**config.mk**
```make
export PLATFORM = sky130hd
export DESIGN_NAME = drpu_div
export DESIGN_NICKNAME = d
export VERILOG_FILES = /design/src/design/dead_reckoning_pose_update_macros.svh /design/src/design/drpu_pkg.sv /design/src/design/drpu_div.sv
export SDC_FILE = /design/constraint.sdc
export NUM_CORES = 1
export LEC_CHECK = 0
export ABC_AREA = 1
export BUFFER_PORTS_ARGS = -buffer_cell sky130_fd_sc_hd__buf_2
export CAP_MARGIN = 20
export CORE_MARGIN = 2
export CORE_UTILIZATION = 61
export DETAILED_ROUTE_END_ITERATION = 8
export PLACE_DENSITY = 0.87
export SYNTH_ARGS = -nofsm -noshare
export SYNTH_HDL_FRONTEND = slang
export SYNTH_SLANG_ARGS = --single-unit
```
**constraint.sdc**
```tcl
create_clock -name clk -period 6.8 [get_ports clk]
set_clock_uncertainty 0.2 [all_clocks]
set_input_delay 0 -clock clk [delete_from_list [all_inputs] [get_ports clk]]
set_output_delay 0 -clock clk [all_outputs]
set_load 0.02 [all_outputs]
```
**src/design/dead_reckoning_pose_update_macros.svh**
```systemverilog
// Assertion macros shared by the pose update block.
// Depends on nothing; included by the top level.
`ifndef DEAD_RECKONING_POSE_UPDATE_MACROS_SVH
`define DEAD_RECKONING_POSE_UPDATE_MACROS_SVH

// Consequent must hold in the same cycle as the antecedent.
`define DRPU_ASSERT_NOW(label, clk, rst_n, ante, cons, msg) \
  label: assert property (@(posedge clk) disable iff (!rst_n) (ante) |-> (cons)) \
    else $error(msg);

// Consequent must hold in the cycle after the antecedent.
`define DRPU_ASSERT_NEXT(label, clk, rst_n, ante, cons, msg) \
  label: assert property (@(posedge clk) disable iff (!rst_n) (ante) |=> (cons)) \
    else $error(msg);

`endif

```
**src/design/drpu_pkg.sv**
```systemverilog
// Shared widths, constants, unit request types and the arctangent table
// for the pose update block. No dependencies.
package drpu_pkg;

  localparam int ANGLE_ITERATIONS = 16;
  localparam int TAB_IDX_W        = 5;

  localparam int CW      = 64;  // CORDIC x/y datapath
  localparam int ZW      = 32;  // angle, 2^-24 rad
  localparam int TRIG_W  = 28;  // Q24 sine and cosine
  localparam int MUL_A_W = 40;
  localparam int MUL_B_W = 32;
  localparam int PROD_W  = 64;
  localparam int DIV_N_W = 64;
  localparam int DIV_D_W = 32;
  localparam int LIN_W   = 40;
  localparam int DELTA_W = 64;
  localparam int POS_W   = 32;
  localparam int HEAD_W  = 16;
  localparam int Q_W     = 16;
  localparam int ELAP_W  = 24;
  localparam int MIN_W   = 20;
  localparam int THR_W   = 15;

  localparam int IN_DATA_W  = 216;
  localparam int OUT_DATA_W = 176;

  localparam logic signed [ZW-1:0]     ANG_PI      = 32'sd52707179;
  localparam logic signed [ZW-1:0]     ANG_HALF_PI = 32'sd26353589;
  localparam logic signed [CW-1:0]     CORDIC_K30  = 64'sd652032874;
  localparam logic signed [HEAD_W-1:0] HEADING_MAX = 16'sd25736;

  localparam logic [MIN_W-1:0]   MIN_INTERVAL_RST = 20'd1000;
  localparam logic [THR_W-1:0]   STRAIGHT_THR_RST = 15'd82;
  localparam logic [DIV_D_W-1:0] US_PER_S         = 32'd1000000;
  localparam logic [DIV_N_W-1:0] US_PER_S_HALF    = 64'd500000;

  localparam logic CORDIC_ROT = 1'b0;
  localparam logic CORDIC_VEC = 1'b1;

  typedef struct packed {
    logic                 start;
    logic                 vec;
    logic signed [CW-1:0] x;
    logic signed [CW-1:0] y;
    logic signed [ZW-1:0] theta;
  } cordic_req_t;

  typedef struct packed {
    logic                      start;
    logic signed [MUL_A_W-1:0] a;
    logic signed [MUL_B_W-1:0] b;
  } mul_req_t;

  typedef struct packed {
    logic               start;
    logic [DIV_N_W-1:0] num;
    logic [DIV_D_W-1:0] den;
  } div_req_t;

  // atan(2^-i) in 2^-24 rad.
  function automatic logic signed [ZW-1:0] atan_entry(input logic [TAB_IDX_W-1:0] idx);
    logic signed [ZW-1:0] v;
    unique case (idx)
      5'd0:    v = 32'sd13176795;
      5'd1:    v = 32'sd7778716;
      5'd2:    v = 32'sd4110060;
      5'd3:    v = 32'sd2086331;
      5'd4:    v = 32'sd1047214;
      5'd5:    v = 32'sd524117;
      5'd6:    v = 32'sd262123;
      5'd7:    v = 32'sd131069;
      5'd8:    v = 32'sd65536;
      5'd9:    v = 32'sd32768;
      5'd10:   v = 32'sd16384;
      5'd11:   v = 32'sd8192;
      5'd12:   v = 32'sd4096;
      5'd13:   v = 32'sd2048;
      5'd14:   v = 32'sd1024;
      5'd15:   v = 32'sd512;
      5'd16:   v = 32'sd256;
      5'd17:   v = 32'sd128;
      5'd18:   v = 32'sd64;
      5'd19:   v = 32'sd32;
      5'd20:   v = 32'sd16;
      5'd21:   v = 32'sd8;
      5'd22:   v = 32'sd4;
      5'd23:   v = 32'sd2;
      default: v = 32'sd0;
    endcase
    return v;
  endfunction

endpackage

```
**src/design/drpu_div.sv**
```systemverilog
// Restoring unsigned divider, one quotient bit per cycle.
// Depends on drpu_pkg.
module drpu_div (
  input  logic                         clk,
  input  logic                         rst_n,
  input  drpu_pkg::div_req_t           req,
  output logic                         done,
  output logic [drpu_pkg::DIV_N_W-1:0] quot
);

  localparam int CNT_W = $clog2(drpu_pkg::DIV_N_W);

  logic [drpu_pkg::DIV_N_W-1:0] n_r;
  logic [drpu_pkg::DIV_D_W-1:0] den_r;
  logic [drpu_pkg::DIV_D_W-1:0] rem_r;
  logic [drpu_pkg::DIV_D_W:0]   rem_sh;
  logic [drpu_pkg::DIV_D_W:0]   rem_sub;
  logic                         fits;
  logic [CNT_W-1:0]             cnt_r;
  logic                         busy_r;
  logic                         done_r;

  assign rem_sh  = {rem_r, n_r[drpu_pkg::DIV_N_W-1]};
  assign rem_sub = rem_sh - {1'b0, den_r};
  assign fits    = rem_sh >= {1'b0, den_r};

  always_ff @(posedge clk) begin
    if (!rst_n) begin
      busy_r <= 1'b0;
      done_r <= 1'b0;
      cnt_r  <= '0;
    end else begin
      done_r <= 1'b0;
      if (req.start) begin
        n_r    <= req.num;
        den_r  <= req.den;
        rem_r  <= '0;
        cnt_r  <= '0;
        busy_r <= 1'b1;
      end else if (busy_r) begin
        rem_r <= fits ? rem_sub[drpu_pkg::DIV_D_W-1:0] : rem_sh[drpu_pkg::DIV_D_W-1:0];
        n_r   <= {n_r[drpu_pkg::DIV_N_W-2:0], fits};
        cnt_r <= cnt_r + 1'b1;
        if (cnt_r == CNT_W'(drpu_pkg::DIV_N_W - 1)) begin
          busy_r <= 1'b0;
          done_r <= 1'b1;
        end
      end
    end
  end

  assign done = done_r;
  assign quot = n_r;

endmodule

```
==> impl_metrics.tcl <==
set metrics [dict create \
    cpPeakStageDelay_ns 0.44 \
    fmax_mhz 342 \
    ys_async_sr_fraction_pct 0 \
    crit_type "register to register" \
    antenna_violating_nets_post_route 0 \
    synthFlopType "edfxtp_1" \
    drive_gt1_share_pct 16.6 \
    arrival_ns 2.91 \
    syn_nets 1275 \
    seq_area_frac_synth_pct 47.0 \
    antenna_found_initial 0 \
    drt_wl_total_um 30600 \
    synth_fa_ha_area_share_pct 5.08 \
    die_w_um 122 \
    setup_viol 0 \
    synth_mux_area_share_pct 0 \
    grt_pass1_vias 8859 \
    cts_tree "built" \
    synth_edf_count 128 \
    yosysTopAreaCell "edfxtp_1" \
    grt_overflow 0 \
    synth_common_cells "nand2_1 (494), inv_1 (200), edfxtp_1 (128), nor2_1 (101), nand3_1 (48)" \
    drt-initial-drc-count 1172 \
    hold_path.class "primary input to register" \
    port-buffer-count 163 \
    viasPerCell 5.64 \
    whs_ns 0.0683 \
    synth.avg_cell_area_um2 7.46 \
    root_buffer "clkbuf_16" \
    hold_viol_final 0 \
    cts_inserted_buffers 17 \
    cts_max_level 4 \
    status "completed" \
    end_kind "register" \
    dr_total_vias 8971 \
    dr.pass1.iters 6 \
    p_leak_nw 5.76 \
    fp.dieArea_um2 14900 \
    synth_cell_type_count 37 \
    drcViolationCount 0 \
    area_growth_pct 29.0 \
    drv_cap 0 \
    cts_buffer_depth 2 \
    path_max_fanout 4 \
    yosys.area.top_type_share_pct 45.1 \
    synth-xor-area-share_pct 1.54 \
    min_period_ns 2.92 \
    p_per_area_nw_per_um2 263 \
    synth-simple-area-share_pct 33.7 \
    fp-row-count 43 \
    fill_cells 826 \
    diodes 0 \
    fin_setup_tns_ns 0 \
    crit_family "simple AND/OR/NAND/NOR gates" \
    grt_max_degree 78 \
    crit_buf_inv 2 \
    post-dp-hpwl_um 16300 \
    io_pins 164 \
    drv_slew 0 \
    synth_compound_area_share_pct 1.66 \
    cpMostUsedCell "nand2_1" \
    peakVddDrop_mv 0.189 \
    slew_headroom_pct 30.6 \
    yosysMostFrequentCell "nand2_1" \
    cp_data_required_time_ns 6.79 \
    multi_input_comb_area_um2 3590 \
    die_y_um 122 \
    cp_cell_sequence "inv_1, ha_1, fa_1, inv_1, nand2_1, nand2_1, nand3_1, nand2_1, nand2_1, nand2_1, nand2_1, nand3_1, nand2_1, nor2_1, nor2_1" \
    max_slew.worst_pin.slew_ns 1.04 \
    synth_top_family_by_area "simple AND/OR/NAND/NOR gates" \
    slowest_stage "fa_1" \
    clk_pin_slew_worst_paths_ns 0.07 \
    core_um2 13800 \
    grt_pass1_wl_um 46600 \
    grt_usage_pct 41.6 \
    start_kind "register" \
    gp_congestion 0.967 \
    routedWlPerCell_um 19.2 \
    synthTopCellsByArea "edfxtp_1 (45%), nand2_1 (22%), inv_1 (8.8%), ha_1 (4.8%), nor2_1 (4.5%)" \
    layout.nets 1533 \
    netlist_instances 1142 \
    synth_warnings 0 \
    ff_latch_area_um2 4000 \
    finalCritPeriodShare_pct 43.0 \
    rsz0062_at_grt "no" \
    netlist_area_um2 8510 \
    ys_ff_latch 136 \
    clk_latency_ns 0.44 \
    cts.sinks 136 \
    start_util_pct 61.8 \
]
==> kinds of logic (layout without fill, tap and decap cells) <==
logic type               Yosys count  after routing
XOR/XNOR                          15             15
AND/OR/NAND/NOR                  700            700
buffers and inverters            230            500
adder cells (fa/ha/maj)           34             34
flip-flops                       136            136
AO/OA/AOI/OAI                     27             27
==> final cells by class <==
class | count | share of cell area [%]
clock buffers | 17 | 3.87
clock inverters | 14 | 1.36
multi-input cells | 776 | 32.6
well taps | 180 | 2.05
repair buffers | 265 | 16.6
flip-flops and latches | 136 | 36.5
inverters | 204 | 6.97
==> sequential cells by signal, indices dropped and copies added (netlist names) <==
signal	count
rem_r	32
busy_r	1
den_r	32
done	1
cnt_r	6
quot	64
==> what timing repair did <==
item | 4_1_cts | 5_1_grt
endpoints found under the hold margin | 103 | 0
setup buffers | 0 | 0
gates resized for setup | 0 | 0
hold buffers | 97 | 0
==> cells in the final DEF (no fill, tap or decap), types with 2 or more instances in the layout <==
cell type | Yosys | routed
xor2_1 | 14 | 14
clkinvlp_4 | 0 | 3
dfxtp_1 | 8 | 8
nand3_2 | 2 | 2
edfxtp_1 | 128 | 128
ha_1 | 33 | 33
inv_8 | 0 | 2
bufinv_16 | 0 | 2
clkinv_2 | 0 | 2
nand2_2 | 10 | 10
nor2_1 | 101 | 101
buf_4 | 1 | 4
buf_2 | 3 | 163
inv_1 | 200 | 200
nand3_1 | 48 | 48
nand2_1 | 494 | 493
inv_6 | 0 | 2
inv_2 | 3 | 3
nand3b_1 | 4 | 4
o21ai_0 | 5 | 5
clkbuf_16 | 0 | 17
nand4_1 | 8 | 8
clkinv_1 | 1 | 3
nand2_4 | 1 | 2
nor3_1 | 5 | 5
dlygate4sd3_1 | 0 | 97
a21oi_1 | 18 | 18
and2_1 | 5 | 5
nor2_2 | 17 | 17
==> per-layer routing <==
| metal | vias to the layer above | part of all wire (%) | track usage, % |
|---|---|---|---|
| met5 | - | 0 | 0 |
| met2 | 783 | 47 | 68.6 |
| li1 | 4012 | - | - |
| met3 | 205 | 12 | 11.6 |
| met4 | 0 | 7.2 | 24.7 |
| met1 | 3971 | 34 | 48.4 |
==> final timing paths <==
check,slack [ns],endpoint,cells past startpoint,startpoint
worst max-delay path,3.88,rem_r[28],15,quot[63]
worst min-delay path,0.07,den_r[20],2,req[20]
worst max register to register,3.88,rem_r[28],15,quot[63]
worst min register to register,0.28,cnt_r[5],1,cnt_r[5]
==> report_power, final <==
| group | leakage [nW] | switching [W] | internal, W |
|---|---|---|---|
| sequential | 1.31 | 0.0000517 | 0.00102 |
| combinational | 4.18 | 0.000573 | 0.000292 |
| clock | 0.274 | 0.000408 | 0.000541 |
| total | 5.76 | 0.00103 | 0.00186 |
==> stage by stage <==
step | power (W) | worst slack, ns | cells | instance area (um2) | utilization (%)
finish | 0.00289 | 3.88 | 1592 | 11000 | 79.7
global route | 0.00299 | 3.79 | 1592 | 11000 | 79.7
CTS | 0.00279 | 3.78 | 1591 | 11000 | 79.7
detailed placement | 0.00183 | 3.83 | 1463 | 9430 | 68.4
global placement | 0.00181 | 3.97 | 1463 | 9430 | 68.4
floorplan | 0.00164 | 3.50 | 1142 | 8510 | -
Power figures use the tool's default switching activity.
