## src/design/dead_reckoning_pose_update_macros.svh

```systemverilog
// Assertion macros shared by the pose update block.
// Depends on nothing; included by the top level.
`ifndef DEAD_RECKONING_POSE_UPDATE_MACROS_SVH
`define DEAD_RECKONING_POSE_UPDATE_MACROS_SVH

// Consequent must hold in the same cycle as the antecedent.
`define DRPU_ASSERT_NOW(label, clk, rst_n, ante, cons, msg) \
  label: assert property (@(posedge clk) disable iff (!rst_n) (ante) |-> (cons)) \
    else $error(msg);

// Consequent must hold in the cycle after the antecedent.
`define DRPU_ASSERT_NEXT(label, clk, rst_n, ante, cons, msg) \
  label: assert property (@(posedge clk) disable iff (!rst_n) (ante) |=> (cons)) \
    else $error(msg);

`endif

```

## src/design/drpu_pkg.sv

```systemverilog
// Shared widths, constants, unit request types and the arctangent table
// for the pose update block. No dependencies.
package drpu_pkg;

  localparam int ANGLE_ITERATIONS = 16;
  localparam int TAB_IDX_W        = 5;

  localparam int CW      = 64;  // CORDIC x/y datapath
  localparam int ZW      = 32;  // angle, 2^-24 rad
  localparam int TRIG_W  = 28;  // Q24 sine and cosine
  localparam int MUL_A_W = 40;
  localparam int MUL_B_W = 32;
  localparam int PROD_W  = 64;
  localparam int DIV_N_W = 64;
  localparam int DIV_D_W = 32;
  localparam int LIN_W   = 40;
  localparam int DELTA_W = 64;
  localparam int POS_W   = 32;
  localparam int HEAD_W  = 16;
  localparam int Q_W     = 16;
  localparam int ELAP_W  = 24;
  localparam int MIN_W   = 20;
  localparam int THR_W   = 15;

  localparam int IN_DATA_W  = 216;
  localparam int OUT_DATA_W = 176;

  localparam logic signed [ZW-1:0]     ANG_PI      = 32'sd52707179;
  localparam logic signed [ZW-1:0]     ANG_HALF_PI = 32'sd26353589;
  localparam logic signed [CW-1:0]     CORDIC_K30  = 64'sd652032874;
  localparam logic signed [HEAD_W-1:0] HEADING_MAX = 16'sd25736;

  localparam logic [MIN_W-1:0]   MIN_INTERVAL_RST = 20'd1000;
  localparam logic [THR_W-1:0]   STRAIGHT_THR_RST = 15'd82;
  localparam logic [DIV_D_W-1:0] US_PER_S         = 32'd1000000;
  localparam logic [DIV_N_W-1:0] US_PER_S_HALF    = 64'd500000;

  localparam logic CORDIC_ROT = 1'b0;
  localparam logic CORDIC_VEC = 1'b1;

  typedef struct packed {
    logic                 start;
    logic                 vec;
    logic signed [CW-1:0] x;
    logic signed [CW-1:0] y;
    logic signed [ZW-1:0] theta;
  } cordic_req_t;

  typedef struct packed {
    logic                      start;
    logic signed [MUL_A_W-1:0] a;
    logic signed [MUL_B_W-1:0] b;
  } mul_req_t;

  typedef struct packed {
    logic               start;
    logic [DIV_N_W-1:0] num;
    logic [DIV_D_W-1:0] den;
  } div_req_t;

  // atan(2^-i) in 2^-24 rad.
  function automatic logic signed [ZW-1:0] atan_entry(input logic [TAB_IDX_W-1:0] idx);
    logic signed [ZW-1:0] v;
    unique case (idx)
      5'd0:    v = 32'sd13176795;
      5'd1:    v = 32'sd7778716;
      5'd2:    v = 32'sd4110060;
      5'd3:    v = 32'sd2086331;
      5'd4:    v = 32'sd1047214;
      5'd5:    v = 32'sd524117;
      5'd6:    v = 32'sd262123;
      5'd7:    v = 32'sd131069;
      5'd8:    v = 32'sd65536;
      5'd9:    v = 32'sd32768;
      5'd10:   v = 32'sd16384;
      5'd11:   v = 32'sd8192;
      5'd12:   v = 32'sd4096;
      5'd13:   v = 32'sd2048;
      5'd14:   v = 32'sd1024;
      5'd15:   v = 32'sd512;
      5'd16:   v = 32'sd256;
      5'd17:   v = 32'sd128;
      5'd18:   v = 32'sd64;
      5'd19:   v = 32'sd32;
      5'd20:   v = 32'sd16;
      5'd21:   v = 32'sd8;
      5'd22:   v = 32'sd4;
      5'd23:   v = 32'sd2;
      default: v = 32'sd0;
    endcase
    return v;
  endfunction

endpackage

```

## src/design/drpu_cordic.sv

```systemverilog
// Iterative CORDIC, one micro-rotation per cycle, in vectoring mode
// (atan2) or rotation mode (Q24 cosine and sine). Depends on drpu_pkg.
module drpu_cordic #(
  parameter int ITER = drpu_pkg::ANGLE_ITERATIONS
) (
  input  logic                                clk,
  input  logic                                rst_n,
  input  drpu_pkg::cordic_req_t               req,
  output logic                                done,
  output logic signed [drpu_pkg::ZW-1:0]      z_o,
  output logic signed [drpu_pkg::TRIG_W-1:0]  cos_o,
  output logic signed [drpu_pkg::TRIG_W-1:0]  sin_o
);

  localparam int CNT_W = $clog2(ITER);

  logic signed [drpu_pkg::CW-1:0] x_r, y_r, xs, ys, xf, yf;
  logic signed [drpu_pkg::ZW-1:0] z_r, t;
  logic [CNT_W-1:0]               i_r;
  logic                           vec_r, neg_r, busy_r, done_r, cw;

  assign xs = x_r >>> i_r;
  assign ys = y_r >>> i_r;
  assign t  = drpu_pkg::atan_entry(drpu_pkg::TAB_IDX_W'(i_r));
  assign cw = vec_r ? (y_r > 0) : (z_r < 0);

  always_ff @(posedge clk) begin
    if (!rst_n) begin
      busy_r <= 1'b0;
      done_r <= 1'b0;
      i_r    <= '0;
    end else begin
      done_r <= 1'b0;
      if (req.start) begin
        vec_r  <= req.vec;
        i_r    <= '0;
        busy_r <= 1'b1;
        neg_r  <= 1'b0;
        if (req.vec == drpu_pkg::CORDIC_VEC) begin
          // Left half plane: pre-rotate by pi so the iterations converge.
          if (req.x < 0) begin
            x_r <= -req.x;
            y_r <= -req.y;
            z_r <= (req.y >= 0) ? drpu_pkg::ANG_PI : -drpu_pkg::ANG_PI;
          end else begin
            x_r <= req.x;
            y_r <= req.y;
            z_r <= '0;
          end
        end else begin
          x_r <= drpu_pkg::CORDIC_K30;
          y_r <= '0;
          if (req.theta > drpu_pkg::ANG_HALF_PI) begin
            z_r   <= req.theta - drpu_pkg::ANG_PI;
            neg_r <= 1'b1;
          end else if (req.theta < -drpu_pkg::ANG_HALF_PI) begin
            z_r   <= req.theta + drpu_pkg::ANG_PI;
            neg_r <= 1'b1;
          end else begin
            z_r <= req.theta;
          end
        end
      end else if (busy_r) begin
        if (cw) begin
          x_r <= x_r + ys;
          y_r <= y_r - xs;
          z_r <= z_r + t;
        end else begin
          x_r <= x_r - ys;
          y_r <= y_r + xs;
          z_r <= z_r - t;
        end
        i_r <= i_r + 1'b1;
        if (i_r == CNT_W'(ITER - 1)) begin
          busy_r <= 1'b0;
          done_r <= 1'b1;
        end
      end
    end
  end

  assign xf    = (neg_r ? -x_r : x_r) + 64'sd32;
  assign yf    = (neg_r ? -y_r : y_r) + 64'sd32;
  assign done  = done_r;
  assign z_o   = z_r;
  assign cos_o = drpu_pkg::TRIG_W'(xf >>> 6);
  assign sin_o = drpu_pkg::TRIG_W'(yf >>> 6);

endmodule

```

## config.mk

```make
export PLATFORM = sky130hd
export DESIGN_NAME = drpu_cordic
export DESIGN_NICKNAME = d
export VERILOG_FILES = /design/src/design/dead_reckoning_pose_update_macros.svh /design/src/design/drpu_pkg.sv /design/src/design/drpu_cordic.sv
export SDC_FILE = /design/constraint.sdc
export NUM_CORES = 2
export LEC_CHECK = 0
export ABC_AREA = 0
export ABC_CLOCK_PERIOD_IN_PS = 10600
export BUFFER_PORTS_ARGS = -buffer_cell sky130_fd_sc_hd__buf_2
export CORE_MARGIN = 1.5
export CORE_UTILIZATION = 48
export DETAILED_ROUTE_END_ITERATION = 7
export GPL_TIMING_DRIVEN = 0
export HOLD_SLACK_MARGIN = 0.06
export PLACE_DENSITY = 0.78
export SLEW_MARGIN = 20
export SYNTH_ARGS = -nofsm -noshare
export SYNTH_HDL_FRONTEND = slang
export SYNTH_SLANG_ARGS = --single-unit
```

## constraint.sdc

```tcl
create_clock -name clk -period 10.6 [get_ports clk]
set_input_delay 1.06 -clock clk [delete_from_list [all_inputs] [get_ports clk]]
set_output_delay 1.06 -clock clk [all_outputs]
set_load 0.1 [all_outputs]
```

==> flow_metrics.env <==
export IMPL_clkSinkCount=191
export IMPL_synth_enable_flop_cells=162
export IMPL_avgSynthCellArea_sq_um=7.91
export IMPL_hold_ws_ns=0.630
export IMPL_setup_viol=0
export IMPL_drt_pass1_iterations=6
export IMPL_rows=96
export IMPL_gr_usage_all_layers_pct=45.3
export IMPL_cts_buffer_depth=2
export IMPL_n_fill_cell=6728
export IMPL_multi_input_area_sq_um=26700
export IMPL_dp_hpwl_um=132000
export IMPL_netlist_area_leader_share_pct=14.4
export IMPL_min_from="busy_r"
export IMPL_drive_gt1_share_pct=13.5
export IMPL_ff2ff_setup_slack_ns=0.20
export IMPL_die_x_um=268
export IMPL_wire_per_inst_um=30.5
export IMPL_start_kind="flop"
export IMPL_grt_remaining_overflow=0
export IMPL_holdPathEnd="done"
export IMPL_numPortBuffers=241
export IMPL_worstReg2RegStart="i_r[3]"
export IMPL_numCtsBuffers=17
export IMPL_cap_viol_max_count=0
export IMPL_insertion_delay_ns=0.53
export IMPL_post_synth_top_count_cell="nand2_1"
export IMPL_viasPerCell=6.89
export IMPL_syn_cell_area_sq_um=33700
export IMPL_die_h_um=268
export IMPL_crit_fanout=11
export IMPL_fin_nets=4872
export IMPL_cpMaxStageDelayCell="clkdlybuf4s15_1"
export IMPL_cpMostUsedCell="o21ai_0"
export IMPL_maxSlewViolCount=0
export IMPL_timing_rr_end="x_r[61]"
export IMPL_critPathMaxStageDelay_ns=0.82
export IMPL_arrival_ns=10.65
export IMPL_required_ns=10.85
export IMPL_leakage_nw=14.4
export IMPL_end_kind="flop"
export IMPL_io_pins=253
export IMPL_pwr_density_cell_nw_per_um2=388
export IMPL_start_util_pct=48.8
export IMPL_fmax_ghz=0.0961
export IMPL_postPlaceCellArea_sq_um=36200
export IMPL_grt_max_degree=50
export IMPL_wirelength_um=167000
export IMPL_clkSlewWorstSetupHoldPaths_ns=0.11
export IMPL_drc_errors=0
export IMPL_grt_setup_unrepaired="false"
export IMPL_ys_top_cells_by_count="nand2_1, a21oi_1, nor2_1, o21ai_0, xor2_1"
export IMPL_synth_largest_area_cell="edfxtp_1"
export IMPL_areaGrowthSynthToFinish_pct=9.49
export IMPL_cts_root_buffer_cell="clkbuf_16"
export IMPL_p_total_w=0.0143
export IMPL_setup_tns_ns=0
export IMPL_synth_ff_type="edfxtp_1"
export IMPL_grt_pass1_vias=34783
export IMPL_period_share_pct=98.1
export IMPL_ys_seq_elements=191
export IMPL_drtIter0Drc=4669
export IMPL_syn_num_nets=4613
export IMPL_seq_area_frac_synth_pct=16.2
export IMPL_path_class="flop to flop"
export IMPL_seq_area_sq_um=5450
export IMPL_holdPathStages=2
export IMPL_htree_num_levels=4
export IMPL_worst_slew_pin_slew_ns=1.35
export IMPL_floorplan_die_area_sq_um=71800
export IMPL_finalCriticalPeriod_ns=10.40
export IMPL_hold_class="flop to flop"
export IMPL_yosysUniqueCellTypes=107
export IMPL_grt_pass1_wl_um=236000
export IMPL_cts_setup_buffers=0
export IMPL_path_delay_family="buffers and inverters"
export IMPL_async_reset_ff_share_pct=0
export IMPL_antenna_found_initial=10
export IMPL_synthTopCellsByArea="edfxtp_1, mux4_2, xor2_1"
export IMPL_peakVddDrop_uv=302
export IMPL_cts_tree="done"
export IMPL_antenna_left=0
export IMPL_core_sq_um=69100
export IMPL_report_final_hold_viol_count=0
export IMPL_finalCoreUtilization_pct=53.4
export IMPL_vias=37683
export IMPL_stdcell_area_sq_um=36900
export IMPL_yosys_warnings=0
export IMPL_critical_path_n_buffers_inverters=7
export IMPL_max_slew_margin_pct=8.94
export IMPL_outcome="completed"
export IMPL_skew_ns=0.0304
export IMPL_place_gp_congestion=1.08
export IMPL_ff2ff_path_depth=29
export IMPL_syn_inst=4260
## report_power, final
part	total, W	leakage [nW]	switching (W)	internal, W
registers	0.00195	1.79	0.000644	0.00130
logic	0.0116	12.3	0.00738	0.00420
clock network	0.000792	0.322	0.000448	0.000344
## cell usage in the layout, fill, tap and decap left out, drive strengths merged, types with 39 or more instances in the layout
cell type and count:
nor3 71, a21o 121, or3 41, o21ai 274
o31ai 69, mux4 119, mux2i 122, a31oi 51
nand4 52, nand2 456, ha 186, buf 320
xor2 269, edfxtp 162, nor2 302, nand3 91
inv 112, clkbuf 225, or4 39, nand2b 39
nor2b 44, o22ai 123, a21oi 336, xnor2 263
mux2 59
## kinds of logic after synthesis
family | share of synthesized area, %
adders and majority gates | 7.11
AOI/OAI and AO/OA | 25.0
buffers and inverters | 4.73
muxes | 13.6
and+or+nand+nor | 19.5
DFF | 16.2
xor gates and xnor gates | 13.8
## repair_timing
item,CTS,global route
setup endpoints to repair,95,20
pin swaps,0,0
resized for setup,13,3
endpoints found under the hold margin,0,0
hold buffers,0,0
## tightest hold or removal path, stage by stage, from the launching register on
cell	delay (ns)
dfxtp_1	0.39
nand2_1	0.13
nor3_1	0.07
## final cells by class
cell class	count	area share, %
Tap cell	931	3.16
Multi-Input combinational cell	3679	72.3
Sequential cell	191	14.8
Clock inverter	15	0.651
Inverter	100	1.02
Timing Repair Buffer	245	3.51
Clock buffer	17	1.15
Buffer	285	3.41
Antenna cell	4	0.0271
## worst max path at each step
stage           start  endpoint  slack [ns]  cells past startpoint
2_1_floorplan  i_r[3]   y_r[58]        3.04                     29
3_3_place_gp   i_r[3]   y_r[56]       -2.39                     29
3_5_place_dp   i_r[3]   y_r[60]       -2.33                     29
4_1_cts        i_r[3]   x_r[61]        0.14                     30
5_1_grt        i_r[3]   y_r[56]        0.05                     26
6_report       i_r[3]   x_r[61]        0.20                     29
## per-layer routing
metal  up-vias  share of wire (%)  GRT usage [%]
met5         -                  0              0
met4         0                9.5           37.2
met3       566                 10           10.9
met2      2376                 42           68.1
met1     18234                 38           55.1
li1      16507                  -              -
## sequential cells by signal, summed over array words and instances, names as in the netlist
| register | count |
|---|---|
| y_r | 64 |
| vec_r | 1 |
| busy_r | 1 |
| i_r | 4 |
| neg_r | 1 |
| done | 1 |
| z_o | 32 |
| t | 23 |
| x_r | 64 |
## per-stage QoR
| stage | instances | worst slack [ns] |
|---|---|---|
| 4_1_cts | 5464 | 0.142 |
| 2_1_floorplan | 4260 | 3.04 |
| 3_3_place_gp | 5432 | -2.39 |
| 3_5_place_dp | 5435 | -2.33 |
| 5_1_grt | 5463 | 0.0480 |
| 6_report | 5467 | 0.199 |
(Power assumes the default switching activity.)
